==> src/sv/heart_rate_interval_averager_unit_defines.svh <==
// Assertion helpers for the heart-rate averager unit.
// Each macro expects signals named clk and rst_n in the using module.
`ifndef HEART_RATE_INTERVAL_AVERAGER_UNIT_DEFINES_SVH
`define HEART_RATE_INTERVAL_AVERAGER_UNIT_DEFINES_SVH

// Same-cycle implication, checked out of reset.
`define HRIA_ASSERT_NOW(lbl, ante, cons, msg) \
  lbl: assert property (@(posedge clk) disable iff (!rst_n) (ante) |-> (cons)) \
    else $error(msg);

// Next-cycle implication, checked out of reset.
`define HRIA_ASSERT_NEXT(lbl, ante, cons, msg) \
  lbl: assert property (@(posedge clk) disable iff (!rst_n) (ante) |=> (cons)) \
    else $error(msg);

`endif

==> src/sv/hria_pkg.sv <==
`timescale 1ns / 1ps
package hria_pkg;

  // Field widths.
  localparam int LEVEL_W = 18;
  localparam int TIME_W  = 32;
  localparam int RATE_W  = 8;

  // Ring depth default.
  localparam int HISTORY_DEPTH_DEF = 10;

  // Constants of the rate computation.
  localparam logic [RATE_W-1:0] RESET_RATE      = 8'd60;
  localparam logic [LEVEL_W-1:0] THRESHOLD_RESET = 18'd50000;
  localparam logic [TIME_W-1:0] MIN_INTERVAL    = 32'd236;
  localparam logic [TIME_W-1:0] MAX_INTERVAL    = 32'd2999;

  // Serial divider sizing: the quotient always fits in eight bits.
  localparam int DIVIDEND_W = 16;
  localparam int DIVISOR_W  = 12;
  localparam int QUOT_W     = 8;
  localparam int SHD_W      = DIVISOR_W + QUOT_W - 1;
  localparam int CMP_W      = (SHD_W > DIVIDEND_W) ? SHD_W : DIVIDEND_W;
  localparam int STEP_W     = $clog2(QUOT_W);

  localparam logic [DIVIDEND_W-1:0] MS_PER_MINUTE = 16'd60000;

  // Request into the divider.
  typedef struct packed {
    logic                  start;
    logic [DIVIDEND_W-1:0] dividend;
    logic [DIVISOR_W-1:0]  divisor;
  } div_req_t;

  // Response from the divider.
  typedef struct packed {
    logic              done;
    logic [QUOT_W-1:0] quotient;
  } div_rsp_t;

endpackage

==> src/sv/heart_rate_interval_averager_unit.sv <==
`timescale 1ns / 1ps
// Heart-rate beat-interval averager.
// Input channel (in_): one request per optical sample, carrying the infrared
// level and timestamp in in_tdata and the beat flag in in_tuser.
// Output channel (out_): exactly one request per input, carrying the running
// average rate in out_tdata and the accepted and finger-absent flags in out_tuser.
// cfg_wr_en writes the presence threshold from cfg_wr_data; write only when idle.
// Items are processed one at a time. A sample with no finger, no beat or an
// implausible interval goes from acceptance straight to the hold state, which
// loads the output register and returns to idle for the next request. A stored
// beat passes through the serial divider for 60000/interval, whose quotient is
// collected as the rate, then the summing state, in which the ring rotates one
// cell per cycle past the summing adder, then one step that forms the mean by a
// reciprocal multiply, and last the hold state that loads the output.
// The result sits in an output register; the next input is accepted while it
// waits, and a finished result that finds the register still full is held
// until the receiver takes the previous one.
// Reset clears the control state, fills every cell with 60, zeroes the last
// beat time and sets the threshold to 50000. No clearing pass is needed.
`include "heart_rate_interval_averager_unit_defines.svh"
module heart_rate_interval_averager_unit #(
  parameter int HISTORY_DEPTH = hria_pkg::HISTORY_DEPTH_DEF
) (
  input  logic        clk,
  input  logic        rst_n,
  // Input requests.
  input  logic        in_tvalid,
  output logic        in_tready,
  input  logic [55:0] in_tdata,   // [17:0] ir_level, [49:18] time_ms, rest zero
  input  logic        in_tuser,   // [0] beat_seen
  // Result requests.
  output logic        out_tvalid,
  input  logic        out_tready,
  output logic [7:0]  out_tdata,  // [7:0] average_rate
  output logic [1:0]  out_tuser,  // [0] rate_accepted, [1] finger_absent
  // Threshold register.
  input  logic        cfg_wr_en,
  input  logic [17:0] cfg_wr_data
);

  localparam int SUM_W = $clog2(255 * HISTORY_DEPTH + 1);
  localparam int CNT_W = $clog2(HISTORY_DEPTH + 1);

  // Mean by reciprocal multiply, exact for every sum of the ring.
  localparam int AVG_SHIFT = SUM_W + $clog2(HISTORY_DEPTH);
  localparam int AVG_MUL_W = AVG_SHIFT + 1;
  localparam int PROD_W    = SUM_W + AVG_MUL_W;
  localparam logic [AVG_MUL_W-1:0] AVG_MUL =
    AVG_MUL_W'(((1 << AVG_SHIFT) + HISTORY_DEPTH - 1) / HISTORY_DEPTH);

  typedef enum logic [2:0] {
    ST_IDLE,
    ST_RATE_DIV,
    ST_SUM,
    ST_ROTATE,
    ST_HOLD
  } state_t;

  state_t                       state_r, state_nxt;
  logic [hria_pkg::LEVEL_W-1:0] thresh_r;
  logic [hria_pkg::TIME_W-1:0]  prev_time_r, prev_time_nxt;
  logic [hria_pkg::RATE_W-1:0]  avg_r, avg_nxt;
  logic [hria_pkg::RATE_W-1:0]  rate_r, rate_nxt;
  logic [SUM_W-1:0]             sum_r, sum_nxt;
  logic [CNT_W-1:0]             cnt_r, cnt_nxt;
  logic                         res_acc_r, res_acc_nxt;
  logic                         res_abs_r, res_abs_nxt;
  logic                         out_valid_r, out_valid_nxt;
  logic [hria_pkg::RATE_W-1:0]  out_avg_r, out_avg_nxt;
  logic                         out_acc_r, out_acc_nxt;
  logic                         out_abs_r, out_abs_nxt;

  logic [hria_pkg::LEVEL_W-1:0] in_level;
  logic [hria_pkg::TIME_W-1:0]  in_time;
  logic [hria_pkg::TIME_W-1:0]  interval;
  logic                         in_fire;
  logic                         absent;
  logic                         in_range;

  logic                         fill_en;
  logic                         ring_fill;
  logic                         shift_en;
  logic [hria_pkg::RATE_W-1:0]  ring_in;
  logic [hria_pkg::RATE_W-1:0]  cell_q [HISTORY_DEPTH];
  logic [hria_pkg::RATE_W-1:0]  sum_val;
  logic [PROD_W-1:0]            avg_prod;

  hria_pkg::div_req_t           div_req;
  hria_pkg::div_rsp_t           div_rsp;

  // Input field decode and range check of the beat interval.
  assign in_level  = in_tdata[17:0];
  assign in_time   = in_tdata[49:18];
  assign in_tready = (state_r == ST_IDLE);
  assign in_fire   = in_tvalid && in_tready;
  assign absent    = (in_level < thresh_r);
  assign interval  = in_time - prev_time_r;
  assign in_range  = (interval >= hria_pkg::MIN_INTERVAL) &&
                     (interval <= hria_pkg::MAX_INTERVAL);

  // The first summing step uses the new rate in place of the head cell.
  assign sum_val = (cnt_r == '0) ? rate_r : cell_q[0];

  // Sum of the ring times the reciprocal of the depth.
  assign avg_prod = PROD_W'(sum_r) * PROD_W'(AVG_MUL);

  // Ring of cells; cell zero is the slot the next rate overwrites.
  for (genvar g = 0; g < HISTORY_DEPTH; g++) begin : g_cell
    logic [hria_pkg::RATE_W-1:0] din;
    if (g == HISTORY_DEPTH - 1) begin : g_tail
      assign din = ring_in;
    end else begin : g_body
      assign din = cell_q[g+1];
    end
    hria_cell u_cell (
      .clk      (clk),
      .fill_en  (ring_fill),
      .shift_en (shift_en),
      .din      (din),
      .dout     (cell_q[g])
    );
  end

  hria_div u_div (
    .clk   (clk),
    .rst_n (rst_n),
    .req   (div_req),
    .rsp   (div_rsp)
  );

  // Sequencer next-state logic.
  always_comb begin
    state_nxt     = state_r;
    prev_time_nxt = prev_time_r;
    avg_nxt       = avg_r;
    rate_nxt      = rate_r;
    sum_nxt       = sum_r;
    cnt_nxt       = cnt_r;
    res_acc_nxt   = res_acc_r;
    res_abs_nxt   = res_abs_r;
    out_valid_nxt = out_valid_r && !out_tready;
    out_avg_nxt   = out_avg_r;
    out_acc_nxt   = out_acc_r;
    out_abs_nxt   = out_abs_r;
    fill_en       = 1'b0;
    shift_en      = 1'b0;
    ring_in       = cell_q[0];
    div_req       = '0;
    unique case (state_r)
      ST_IDLE: begin
        if (in_fire) begin
          res_acc_nxt = 1'b0;
          res_abs_nxt = absent;
          state_nxt   = ST_HOLD;
          if (absent) begin
            fill_en = 1'b1;
            avg_nxt = hria_pkg::RESET_RATE;
          end else if (in_tuser) begin
            prev_time_nxt = in_time;
            if (in_range) begin
              res_acc_nxt      = 1'b1;
              div_req.start    = 1'b1;
              div_req.dividend = hria_pkg::MS_PER_MINUTE;
              div_req.divisor  = interval[hria_pkg::DIVISOR_W-1:0];
              state_nxt        = ST_RATE_DIV;
            end
          end
        end
      end
      ST_RATE_DIV: begin
        if (div_rsp.done) begin
          rate_nxt  = div_rsp.quotient;
          sum_nxt   = '0;
          cnt_nxt   = '0;
          state_nxt = ST_SUM;
        end
      end
      ST_SUM: begin
        shift_en = 1'b1;
        ring_in  = sum_val;
        sum_nxt  = sum_r + SUM_W'(sum_val);
        cnt_nxt  = cnt_r + 1'b1;
        if (cnt_r == CNT_W'(HISTORY_DEPTH - 1)) begin
          state_nxt = ST_ROTATE;
        end
      end
      ST_ROTATE: begin
        // Step past the new rate so the head is the next slot to write,
        // and take the mean of the finished sum.
        shift_en  = 1'b1;
        avg_nxt   = avg_prod[AVG_SHIFT +: hria_pkg::RATE_W];
        state_nxt = ST_HOLD;
      end
      ST_HOLD: begin
        if (!out_valid_r || out_tready) begin
          out_valid_nxt = 1'b1;
          out_avg_nxt   = avg_r;
          out_acc_nxt   = res_acc_r;
          out_abs_nxt   = res_abs_r;
          state_nxt     = ST_IDLE;
        end
      end
      default: begin
        state_nxt = ST_IDLE;
      end
    endcase
  end

  // State and registered outputs.
  always_ff @(posedge clk) begin
    if (!rst_n) begin
      state_r     <= ST_IDLE;
      thresh_r    <= hria_pkg::THRESHOLD_RESET;
      prev_time_r <= '0;
      avg_r       <= hria_pkg::RESET_RATE;
      out_valid_r <= 1'b0;
    end else begin
      state_r     <= state_nxt;
      prev_time_r <= prev_time_nxt;
      avg_r       <= avg_nxt;
      out_valid_r <= out_valid_nxt;
      if (cfg_wr_en) begin
        thresh_r <= cfg_wr_data;
      end
    end
    rate_r    <= rate_nxt;
    sum_r     <= sum_nxt;
    cnt_r     <= cnt_nxt;
    res_acc_r <= res_acc_nxt;
    res_abs_r <= res_abs_nxt;
    out_avg_r <= out_avg_nxt;
    out_acc_r <= out_acc_nxt;
    out_abs_r <= out_abs_nxt;
  end

  // Reset of the ring is the same fill that a missing finger causes.
  assign ring_fill = fill_en || !rst_n;

  assign out_tvalid = out_valid_r;
  assign out_tdata  = out_avg_r;
  assign out_tuser  = {out_abs_r, out_acc_r};

  `HRIA_ASSERT_NOW(a_flags_exclusive, out_tvalid, !(out_tuser[0] && out_tuser[1]), "flags clash")
  `HRIA_ASSERT_NEXT(a_accept_leaves_idle, in_fire, state_r != ST_IDLE, "idle after request")
  `HRIA_ASSERT_NOW(a_div_done_expected, div_rsp.done, state_r == ST_RATE_DIV, "stray done")

endmodule

==> src/sv/hria_cell.sv <==
`timescale 1ns / 1ps
// One ring cell: holds a stored rate and passes it to its neighbor on a shift.
module hria_cell (
  input  logic                       clk,
  input  logic                       fill_en,
  input  logic                       shift_en,
  input  logic [hria_pkg::RATE_W-1:0] din,
  output logic [hria_pkg::RATE_W-1:0] dout
);

  logic [hria_pkg::RATE_W-1:0] val_r;
  logic [hria_pkg::RATE_W-1:0] val_nxt;

  // Fill wins over shift; the value is otherwise held.
  always_comb begin
    val_nxt = val_r;
    if (fill_en) begin
      val_nxt = hria_pkg::RESET_RATE;
    end else if (shift_en) begin
      val_nxt = din;
    end
  end

  always_ff @(posedge clk) begin
    val_r <= val_nxt;
  end

  assign dout = val_r;

endmodule

==> src/sv/hria_div.sv <==
`timescale 1ns / 1ps
// Restoring divider, one quotient bit per cycle, for quotients below 256.
module hria_div (
  input  logic               clk,
  input  logic               rst_n,
  input  hria_pkg::div_req_t req,
  output hria_pkg::div_rsp_t rsp
);

  logic                            busy_r;
  logic                            done_r;
  logic [hria_pkg::STEP_W-1:0]     step_r;
  logic [hria_pkg::DIVIDEND_W-1:0] rem_r;
  logic [hria_pkg::SHD_W-1:0]      shd_r;
  logic [hria_pkg::QUOT_W-1:0]     quot_r;
  logic [hria_pkg::CMP_W-1:0]      rem_ext;
  logic [hria_pkg::CMP_W-1:0]      shd_ext;
  logic [hria_pkg::CMP_W-1:0]      diff;
  logic                            ge;

  // Trial subtraction of the shifted divisor.
  always_comb begin
    rem_ext = hria_pkg::CMP_W'(rem_r);
    shd_ext = hria_pkg::CMP_W'(shd_r);
    diff    = rem_ext - shd_ext;
    ge      = (rem_ext >= shd_ext);
  end

  // Control flags.
  always_ff @(posedge clk) begin
    if (!rst_n) begin
      busy_r <= 1'b0;
      done_r <= 1'b0;
      step_r <= '0;
    end else begin
      done_r <= 1'b0;
      if (req.start) begin
        busy_r <= 1'b1;
        step_r <= '0;
      end else if (busy_r) begin
        step_r <= step_r + 1'b1;
        if (step_r == hria_pkg::STEP_W'(hria_pkg::QUOT_W - 1)) begin
          busy_r <= 1'b0;
          done_r <= 1'b1;
        end
      end
    end
  end

  // Datapath.
  always_ff @(posedge clk) begin
    if (req.start) begin
      rem_r  <= req.dividend;
      shd_r  <= {req.divisor, {(hria_pkg::QUOT_W-1){1'b0}}};
      quot_r <= '0;
    end else if (busy_r) begin
      if (ge) begin
        rem_r <= diff[hria_pkg::DIVIDEND_W-1:0];
      end
      shd_r  <= shd_r >> 1;
      quot_r <= {quot_r[hria_pkg::QUOT_W-2:0], ge};
    end
  end

  assign rsp.done     = done_r;
  assign rsp.quotient = quot_r;

endmodule

==> config.mk <==
export PLATFORM = sky130hd
export DESIGN_NAME = heart_rate_interval_averager_unit
export DESIGN_NICKNAME = d
export VERILOG_FILES = /design/src/sv/hria_pkg.sv /design/src/sv/heart_rate_interval_averager_unit.sv /design/src/sv/hria_cell.sv /design/src/sv/hria_div.sv
export VERILOG_INCLUDE_DIRS = /design/src /design/src/sv
export SDC_FILE = /design/constraint.sdc
export NUM_CORES = 1
export LEC_CHECK = 0
export BUFFER_PORTS_ARGS = -buffer_cell sky130_fd_sc_hd__buf_2
export CAP_MARGIN = 25
export CELL_PAD_IN_SITES_DETAIL_PLACEMENT = 1
export CELL_PAD_IN_SITES_GLOBAL_PLACEMENT = 1
export CORE_MARGIN = 5
export CORE_UTILIZATION = 48
export DETAILED_ROUTE_END_ITERATION = 16
export GPL_TIMING_DRIVEN = 0
export PLACE_DENSITY_LB_ADDON = 0.1
export SYNTH_ARGS = -nofsm -noshare
export SYNTH_HDL_FRONTEND = slang
export SYNTH_SLANG_ARGS = --single-unit
==> constraint.sdc <==
create_clock -name clk -period 7.3 [get_ports clk]
set_input_delay 2.19 -clock clk [delete_from_list [all_inputs] [get_ports clk]]
set_output_delay 2.19 -clock clk [all_outputs]
set_load 0.01 [all_outputs]
After elaboration in Yosys (flattened, before gate mapping)
Index checks and enable logic that the tools add are counted.
{ "classes": {"reduce_logical": 26, "n_bitwise": 4, "order_cmp": 4, "addsub": 5, "eq_ne": 11, "mux": 38, "mul": 1} }
{ "ops": {"columns": ["operator", "n"], "rows": [
  ["$mux W29", 5],
  ["$mux W16", 3],
  ["$mux W19", 2],
  ["$ge A32 B8 Y1 const B", 1],
  ["$le A32 B12 Y1 const B", 1],
  ["$mux W8", 4],
  ["$sub A32 B32 Y32", 1],
  ["$pmux W12 S2", 1],
  ["$mul A12 B12 Y23 const B", 1],
  ["$mux W3", 7],
  ["$ge A16 B19 Y1", 1],
  ["$lt A18 B18 Y1", 1],
  ["$pmux W8 S2", 1],
  ["$sub A16 B16 Y16", 1],
  ["$pmux W3 S5", 1],
  ["$add A12 B8 Y12", 1],
  ["$mux W12", 1],
  ["$mux W1", 11],
  ["$reduce_and A2 Y1", 5],
  ["$pmux W4 S2", 1],
  ["$reduce_and A4 Y1", 2],
  ["$reduce_bool A2 Y1", 4],
  ["$eq A3 B2 Y1 const B", 2],
  ["$eq A3 B3 Y1 const B", 2],
  ["16 further kinds", 29]
]} }
{ "word_totals": {"regBits": 226, "word_cells": 119, "input_bits": 80} }

Longest topological paths before layout
Gate-level depths: netlist of the first run.
{ "logic_depth": {"depth_word": 10, "ltp_mapped": 18, "ltp_nobuf": 18} }

By module
A second synthesis of the first run with hierarchy kept.
{ "hier_totals": {"hier_cells": 1607, "area_unflattened_um2": 14851.7} }
{ "by_module_without_submodules": {"columns": ["mod", "area_per_inst_um2", "instances", "seq_area_each_um2", "cells_per_inst"], "rows": [
  ["heart_rate_interval_averager_unit", 9181.3, 1, 2322.2, 1072],
  ["hria_cell", 296.5, 10, 160.2, 26],
  ["hria_div", 2705.1, 1, 1241.2, 275]
]} }

Worst setup path before layout of the first run
OpenSTA, ideal clock, no wires.
{ "synth_path": {"path_type": "in2reg", "startpoint": "input port in_tdata[18]", "endpoint": "register u_div.rem_r[0] in the netlist's numbering (enable)", "path_buffers": 1, "cell_stages": 15, "setup_time_ns": 0.372, "slack_ns": 1.511, "required_ns": 6.928, "t_arrival_ns": 5.418, "cell_sequence": "inv_1 ha_1 fa_1 nor2b_1 o211ai_1 a311oi_1 or2_2 a31oi_1 nor4bb_1 o2111ai_1 or4b_1 nor4_2 nand3_2 buf_2 nand2_1"} }
{ "synth_between": {"elab_chain_len": 10, "word_cells_on_any_way": 12} }
{ "synth_lines": {"columns": ["element", "line_no", "rtl"], "rows": [
  ["start: declaration", "heart_rate_interval_averager_unit.sv:29", "input logic [55:0] in_tdata,"],
  ["$sub A32 B32 Y32 (*)", "heart_rate_interval_averager_unit.sv:97", "assign interval = in_time - prev_time_r;"],
  ["$ge A32 B8 Y1 / $le A32 B12 Y1 (equally long branches)", "heart_rate_interval_averager_unit.sv:98, heart_rate_interval_averager_unit.sv:99", null],
  ["$logic_and A1 B1 Y1 (*)", "heart_rate_interval_averager_unit.sv:98", "assign in_range = (interval >= hria_pkg::MIN_INTERVAL) &&"],
  ["$mux W29 (*)", "heart_rate_interval_averager_unit.sv:160", "if (in_range) begin"],
  ["$mux W29 (*)", "heart_rate_interval_averager_unit.sv:158", "end else if (in_tuser) begin"],
  ["$mux W29 (*)", "heart_rate_interval_averager_unit.sv:155", "if (absent) begin"],
  ["$mux W29 (*)", "heart_rate_interval_averager_unit.sv:151", "if (in_fire) begin"],
  ["$mux W29 (*)", "heart_rate_interval_averager_unit.sv:149", "unique case (state_r)"],
  ["$reduce_bool A2 Y1 (no line)", null, null],
  ["$reduce_and A2 Y1 (no line) (*)", null, null],
  ["end signal: assignment", "hria_div.sv:53", "rem_r <= req.dividend;"],
  ["end signal: assignment", "hria_div.sv:58", "rem_r <= diff[hria_pkg::DIVIDEND_W-1:0];"],
  ["end: declaration", "hria_div.sv:13", "logic [hria_pkg::DIVIDEND_W-1:0] rem_r;"]
]} }
Every way passes the cells marked *; elsewhere a longest branch is shown, timed or not.
A chain may end at the register's enable or synchronous reset.

Worst setup path after layout of the first run
{ "layout_path": {"startpoint": "input port in_tdata[18]", "endpoint": "register u_div.rem_r[12] in the netlist's numbering (enable)"} }
The elaborated chain is that of the path after synthesis.

==> results.sh, run 1 <==
export IMPL_muxShareOfSynthArea=0.03926
export IMPL_holdBufCountCts=0
export IMPL_cts_tree="done"
export IMPL_rsz0062_at_grt="false"
export IMPL_grt_pass1_vias=12815
export IMPL_cts_buffers=27
export IMPL_hold_path_class="register to register"
export IMPL_maxSlewHeadroom=0.3310
export IMPL_synth_cells=1642
export IMPL_synth_seq_cells=226
export IMPL_syn_avg_cell_area_um2=8.830
export IMPL_syn_nets=1921
export IMPL_min_path_cells=0
export IMPL_p_int_mw=2.295
export IMPL_worst_pin_slew_ns=0.9892
export IMPL_swShare=0.2505
export IMPL_start_util=0.4879
export IMPL_clock_sinks=226
export IMPL_synth_ff_type="dfxtp_1"
export IMPL_p_sw_uw=767.2
export IMPL_io_pins=92
export IMPL_cts_root_buf="clkbuf_16"
export IMPL_synth_fa_ha_area_frac=0.1930
export IMPL_design_area_mm2=0.01637
export IMPL_core_mm2=0.02972
export IMPL_synth_top_family_by_area="adder cells"
export IMPL_cellPowerDensity_mw_per_mm2=187.1
export IMPL_netlist_area_leader_share=0.2237
export IMPL_drt_iter0_drc=358
export IMPL_end_kind="register"
export IMPL_met2_length_um=19540
export IMPL_yosysWarnings=0
export IMPL_finalMaxSlewViolations=0
export IMPL_maxCapViolations=0
export IMPL_placed_cell_area_mm2=0.01543
export IMPL_critPathKind="input pin to register"
export IMPL_r2r_cells=16
export IMPL_min_period_ns=6.266
export IMPL_combPwrFrac=0.112
export IMPL_r2r_start="sum_r[5]"
export IMPL_total_leakage_power_nw=7.027
export IMPL_area_growth_pct=12.92
export IMPL_clock_path_buffers=3
export IMPL_vdd_drop_max_mv=0.2712
export IMPL_synth_cell_types=73
export IMPL_grt_usage=0.2239
export IMPL_globalplace_congestion=0.8596
export IMPL_met3_length_um=973
export IMPL_clockPowerShare=0.458
export IMPL_ant_nets=0
export IMPL_grt_pass1_wl_um=62870
export IMPL_synth_xor_xnor_area_share=0.02839
export IMPL_path_clk_slew_ns=0.06
export IMPL_post_place_ws_ns=0.4582
export IMPL_cp_max_fo=16
export IMPL_layout_nets=2036
export IMPL_drive_gt1_frac=0.09618
export IMPL_seq_area_frac_synth=0.3562
export IMPL_required_ns=7.47
export IMPL_remaining_drc_errors=0
export IMPL_layout_setup_ws_ns=1.034
export IMPL_clock_skew_ns=0.01879
export IMPL_synth_edf_count=64
export IMPL_fmax_mhz=159.6
export IMPL_die_area_mm2=0.03378
export IMPL_grt_remaining_overflow=0
export IMPL_antenna_found_initial=3
export IMPL_cts_resized=0
export IMPL_finalCritPeriodShare=0.8584
export IMPL_post_cts_buffers=0
export IMPL_dp_hpwl_um=29380
export IMPL_async_flop_share=0
export IMPL_finalSetupTns_ns=0
export IMPL_pwr_share_seq=0.429
export IMPL_chipHeight_um=183.8
export IMPL_finalHoldViolCount=0
export IMPL_highest_layer="met5"
export IMPL_rows=63
export IMPL_cts_max_level=1
export IMPL_vias_per_cell=5.409
export IMPL_synth_common_cells="nand2_1 (283), inv_1 (175), dfxtp_1 (162)"
export IMPL_synth_compound_area_frac=0.1473
export IMPL_cp_arrival_ns=6.43
export IMPL_met1Wirelength_um=16390
export IMPL_status="finished, final reports clean"
export IMPL_yosys_top_cells_area="dfxtp_1 (22%), ha_1 (14%), edfxtp_1 (13%), nand2_1 (7.3%), fa_1 (5.7%)"
export IMPL_startpoint_type="input pin"
export IMPL_synth_most_common_cell="nand2_1"
export IMPL_synth_simple_gate_area_frac=0.1699
export IMPL_num_vias=11738
export IMPL_drt_total_wl_um=37810
export IMPL_portBuffers=84
export IMPL_yosys_area_top_type="dfxtp_1"
export IMPL_utilization=0.5509
export IMPL_crit_start="in_tdata[18]"
export IMPL_wl_per_cell_um=17.42
export IMPL_grt_max_degree=18
export IMPL_syn_cell_area_mm2=0.01450
export IMPL_min_from="avg_r[6]"
export IMPL_fp_dieW_um=183.8
export IMPL_clk_latency_ns=0.54
export IMPL_drt_pass1_iter_count=5
export IMPL_setup_viol=0
## final timing paths
kind	to	slack, ns
max	u_div.rem_r[12]	1.03
min	out_tdata[6]	0.43
max reg2reg	avg_r[7]	2.18
min reg2reg	out_tdata[6]	0.43
## sequential cells by signal (all words and copies together) (netlist names), 3 cells and up
| name | cells |
|---|---|
| u_div.rem_r | 16 |
| g_cell.u_cell.dout | 80 |
| out_tdata | 8 |
| u_div.step_r | 3 |
| cnt_r | 4 |
| u_div.quot_r | 8 |
| avg_r | 8 |
| prev_time_r | 32 |
| sum_r | 12 |
| thresh_r | 18 |
| rate_r | 8 |
| u_div.shd_ext | 19 |
| state_r | 3 |
## cells by family (layout without fill, tap and decap cells)
logic type	count (synthesis)	count (layout)
AOI/OAI and AO/OA	329	329
xor gates and xnor gates	47	47
muxes	55	55
other	0	2
and+or+nand+nor	539	539
buffers and inverters	247	383
adders and majority gates	199	199
DFF	226	226
## layer usage
metal | vias to the layer above | track usage
li1 | 5839 | -
met1 | 5696 | 0.2672
met2 | 138 | 0.4293
met3 | 63 | 0.02552
met4 | 2 | 0.05087
met5 | - | 0
## critical path: stages
cell and delay (ns):
buf_2 0.10, inv_1 0.04, ha_1 0.22, fa_1 0.42, nor2b_1 0.17, o211ai_1 0.14
a31oi_1 0.28, o21bai_1 0.14, o311ai_0 0.43, mux2i_1 0.26, o21ai_0 0.14, nor4_1 0.35
and4_1 0.38, nand3_2 0.27, buf_2 0.29, nand2_1 0.61
## power by group through the flow
| stage | logic [mW] | clock network [mW] | registers, mW |
|---|---|---|---|
| after floorplan | 0.237 | 0 | 1.34 |
| after global placement | 0.334 | 0 | 1.34 |
| after detailed placement | 0.343 | 0 | 1.34 |
| after CTS | 0.347 | 1.43 | 1.31 |
| after global routing | 0.388 | 1.49 | 1.32 |
| final | 0.344 | 1.40 | 1.31 |
## metrics by stage
step	cells	power (mW)	hold WS, ns
6_report	2170	3.063	0.4294
5_1_grt	2170	3.190	0.4406
4_1_cts	2168	3.092	0.4308
3_5_place_dp	2118	1.685	0.4168
3_3_place_gp	2116	1.675	0.4029
2_1_floorplan	1642	1.575	0.4003
## layout by cell type, fill, tap and decap left out, types with 41 or more instances in the layout
cell	Yosys	routed
edfxtp_1	64	64
clkbuf_1	58	63
dfxtp_1	162	162
nand3_1	54	54
o21ai_0	45	45
buf_2	8	93
nand2_1	283	283
fa_1	41	41
inv_1	175	175
a21oi_1	113	113
ha_1	158	158
nor2_1	68	68
## area by class of cell
class / instances / area [um^2]
multi-input cells: 1169 / 8384
clock inverters: 13 / 151.4
inverters: 176 / 660.6
clock buffers: 37 / 785.8
diodes: 2 / 5.005
repair buffers: 86 / 436.7
fillers: 3532 / 13350
plain buffers: 71 / 295.3
flip-flops and latches: 226 / 5165
well taps: 390 / 488.0
Note: power is estimated with default switching activity, not from simulation.
==> inputs of run 2 (changes only) <==
--- a/config.mk
+++ b/config.mk
@@ -8,2 +8,3 @@
 export LEC_CHECK = 0
+export ABC_CLOCK_PERIOD_IN_PS = 7300
 export BUFFER_PORTS_ARGS = -buffer_cell sky130_fd_sc_hd__buf_2
@@ -13,3 +14,4 @@
 export CORE_MARGIN = 5
-export CORE_UTILIZATION = 48
+export CORE_UTILIZATION = 49
+export CTS_BUF_LIST = sky130_fd_sc_hd__clkbuf_4 sky130_fd_sc_hd__clkbuf_8
 export DETAILED_ROUTE_END_ITERATION = 16
==> constraint.sdc (replaced) <==
create_clock -name clk -period 7.3 [get_ports clk]
set_input_delay 0.73 -clock clk [delete_from_list [all_inputs] [get_ports clk]]
set_output_delay 0.73 -clock clk [all_outputs]
set_load 0.01 [all_outputs]
==> run 2 against run 1 <==
  * Sequential share of layout area rose by 0.058 points
  * Setup slack improved by 1.1 ns
  * Fmax is 21% higher
  * Register-to-register slack got worse by 0.07 ns
  * Sequential power about the same
  * Critical endpoint is now avg_r[7]
  * Largest cell class unchanged
==> results.sh, run 2 (synthesis gave the netlist of run 1 again) <==
export IMPL_vdd_drop_max_mv=0.1714
export IMPL_num_vias=11806
export IMPL_chipHeight_um=182.0
export IMPL_rsz0062_at_grt="false"
export IMPL_clock_path_buffers=3
export IMPL_cts_max_level=2
export IMPL_total_leakage_power_nw=7.038
export IMPL_cp_top_family="adder cells"
export IMPL_setup_viol=0
export IMPL_rows=63
export IMPL_io_pins=92
export IMPL_regToRegSetupSlack_ns=2.11
export IMPL_design_area_mm2=0.01634
export IMPL_path_clk_slew_ns=0.06
export IMPL_cp_max_fo=6
export IMPL_clk_latency_ns=0.58
export IMPL_placed_cell_area_mm2=0.01542
export IMPL_layout_commonest_cell="nand2_1"
export IMPL_clock_skew_ns=0.03583
export IMPL_dp_hpwl_um=28580
export IMPL_startpoint_type="register"
export IMPL_clock_sinks=226
export IMPL_drive_gt1_frac=0.1089
export IMPL_antenna_found_initial=2
export IMPL_post_cts_buffers=0
export IMPL_min_path_cells=3
export IMPL_grt_remaining_overflow=0
export IMPL_core_mm2=0.02940
export IMPL_area_growth_pct=12.71
export IMPL_largest_reg_flops=80
export IMPL_remaining_drc_errors=0
export IMPL_holdBufCountCts=0
export IMPL_cp_slowest_cell="fa_1"
export IMPL_min_period_ns=5.186
export IMPL_p_total_mw=2.997
export IMPL_met1Wirelength_um=15780
export IMPL_crit_start="sum_r[1]"
export IMPL_path_buf_inv=2
export IMPL_whs_ns=0.3761
export IMPL_wl_per_cell_um=16.84
export IMPL_grt_pass1_vias=12893
export IMPL_drt_iter0_drc=404
export IMPL_finalCritPeriodShare=0.7104
export IMPL_drt_pass1_iter_count=6
export IMPL_maxSlewHeadroom=0.3248
export IMPL_fillerInstances=3482
export IMPL_grt_pass1_wl_um=62380
export IMPL_worstReg2RegEnd="avg_r[7]"
export IMPL_finalHoldViolCount=0
export IMPL_vias_per_cell=5.388
export IMPL_fp_dieW_um=182.0
export IMPL_highest_layer="met4"
export IMPL_start_util=0.4931
export IMPL_cts_resized=0
export IMPL_cts_tree="done"
export IMPL_layout_nets=2052
export IMPL_end_kind="register"
export IMPL_min_from="cfg_wr_data[6]"
export IMPL_slowest_delay_ns=0.57
export IMPL_seqCellArea_mm2=0.005165
export IMPL_cts_root_buf="clkbuf_8"
export IMPL_cts_buffers=44
export IMPL_globalplace_congestion=0.8146
export IMPL_required_ns=7.76
export IMPL_cellPowerDensity_mw_per_mm2=183.4
export IMPL_grt_max_degree=18
export IMPL_die_area_mm2=0.03313
export IMPL_layout_common_cells="nand2_1 (283), inv_1 (175), dfxtp_1 (162)"
export IMPL_holdPathEnd="thresh_r[6]"
export IMPL_ant_nets=0
export IMPL_drt_total_wl_um=36890
export IMPL_portBuffers=84
export IMPL_critPathMostFrequentCell="fa_1"
export IMPL_r2r_cells=16
export IMPL_met3_length_um=948
export IMPL_cp_arrival_ns=5.65
export IMPL_cp_cell_sequence="ha_1, inv_1, fa_1, fa_1, inv_1, fa_1, fa_1, ha_1, a211oi_1, o211a_1, o211ai_1, a31oi_1, o21bai_1, a21oi_1, xnor2_1, o21ai_0"
export IMPL_finalSetupTns_ns=0
export IMPL_worst_pin_slew_ns=0.9984
export IMPL_critPathKind="register to register"
export IMPL_r2r_start="sum_r[1]"
export IMPL_multi_input_area_mm2=0.008384
export IMPL_met2_length_um=19230
export IMPL_grt_usage=0.2243
export IMPL_status="finished, final reports clean"
export IMPL_finalMaxSlewViolations=0
export IMPL_fmax_mhz=192.8
export IMPL_hold_path_class="input pin to register"
export IMPL_maxCapViolations=0
[run 2: area by class of cell]
class	instances	share of cell area
multi-input cells	1169	0.5131
flip-flops and latches	226	0.3161
clock buffers	61	0.04831
inverters	176	0.04043
well taps	390	0.02986
repair buffers	85	0.02603
plain buffers	71	0.01807
clock inverters	11	0.007886
diodes	2	0.0003063
[run 2: metal layers]
| layer | track usage | vias to the layer above |
|---|---|---|
| met5 | 0 | - |
| met4 | 0.06845 | 0 |
| met3 | 0.03165 | 65 |
| met2 | 0.4189 | 123 |
| met1 | 0.2652 | 5747 |
| li1 | - | 5871 |
[run 2: worst max path at each step]
stage | endpoint | depth (start not counted)
after CTS | avg_r[7] | 16
after global placement | u_div.rem_r[11] | 16
final | avg_r[7] | 16
after global routing | avg_r[7] | 16
after detailed placement | u_div.rem_r[13] | 16
after floorplan | avg_r[7] | 16
[run 2: tightest hold or removal path: stages]
cell      delay [ns]
buf_2           0.08
nand2_1         0.05
o211ai_1        0.07
[run 2: where the power goes]
group	internal [mW]	total, mW	switching [mW]
Clock	0.772	1.34	0.568
Combinational	0.131	0.341	0.210
Sequential	1.31	1.32	0.0117
[run 2: stage by stage]
stage	instances	worst slack, ns	utilization
finish	2191	2.114	0.5558
global route	2191	1.892	0.5558
CTS	2189	2.080	0.5556
detailed placement	2117	1.849	0.5244
global placement	2116	2.002	0.5240
floorplan	1642	2.758	-
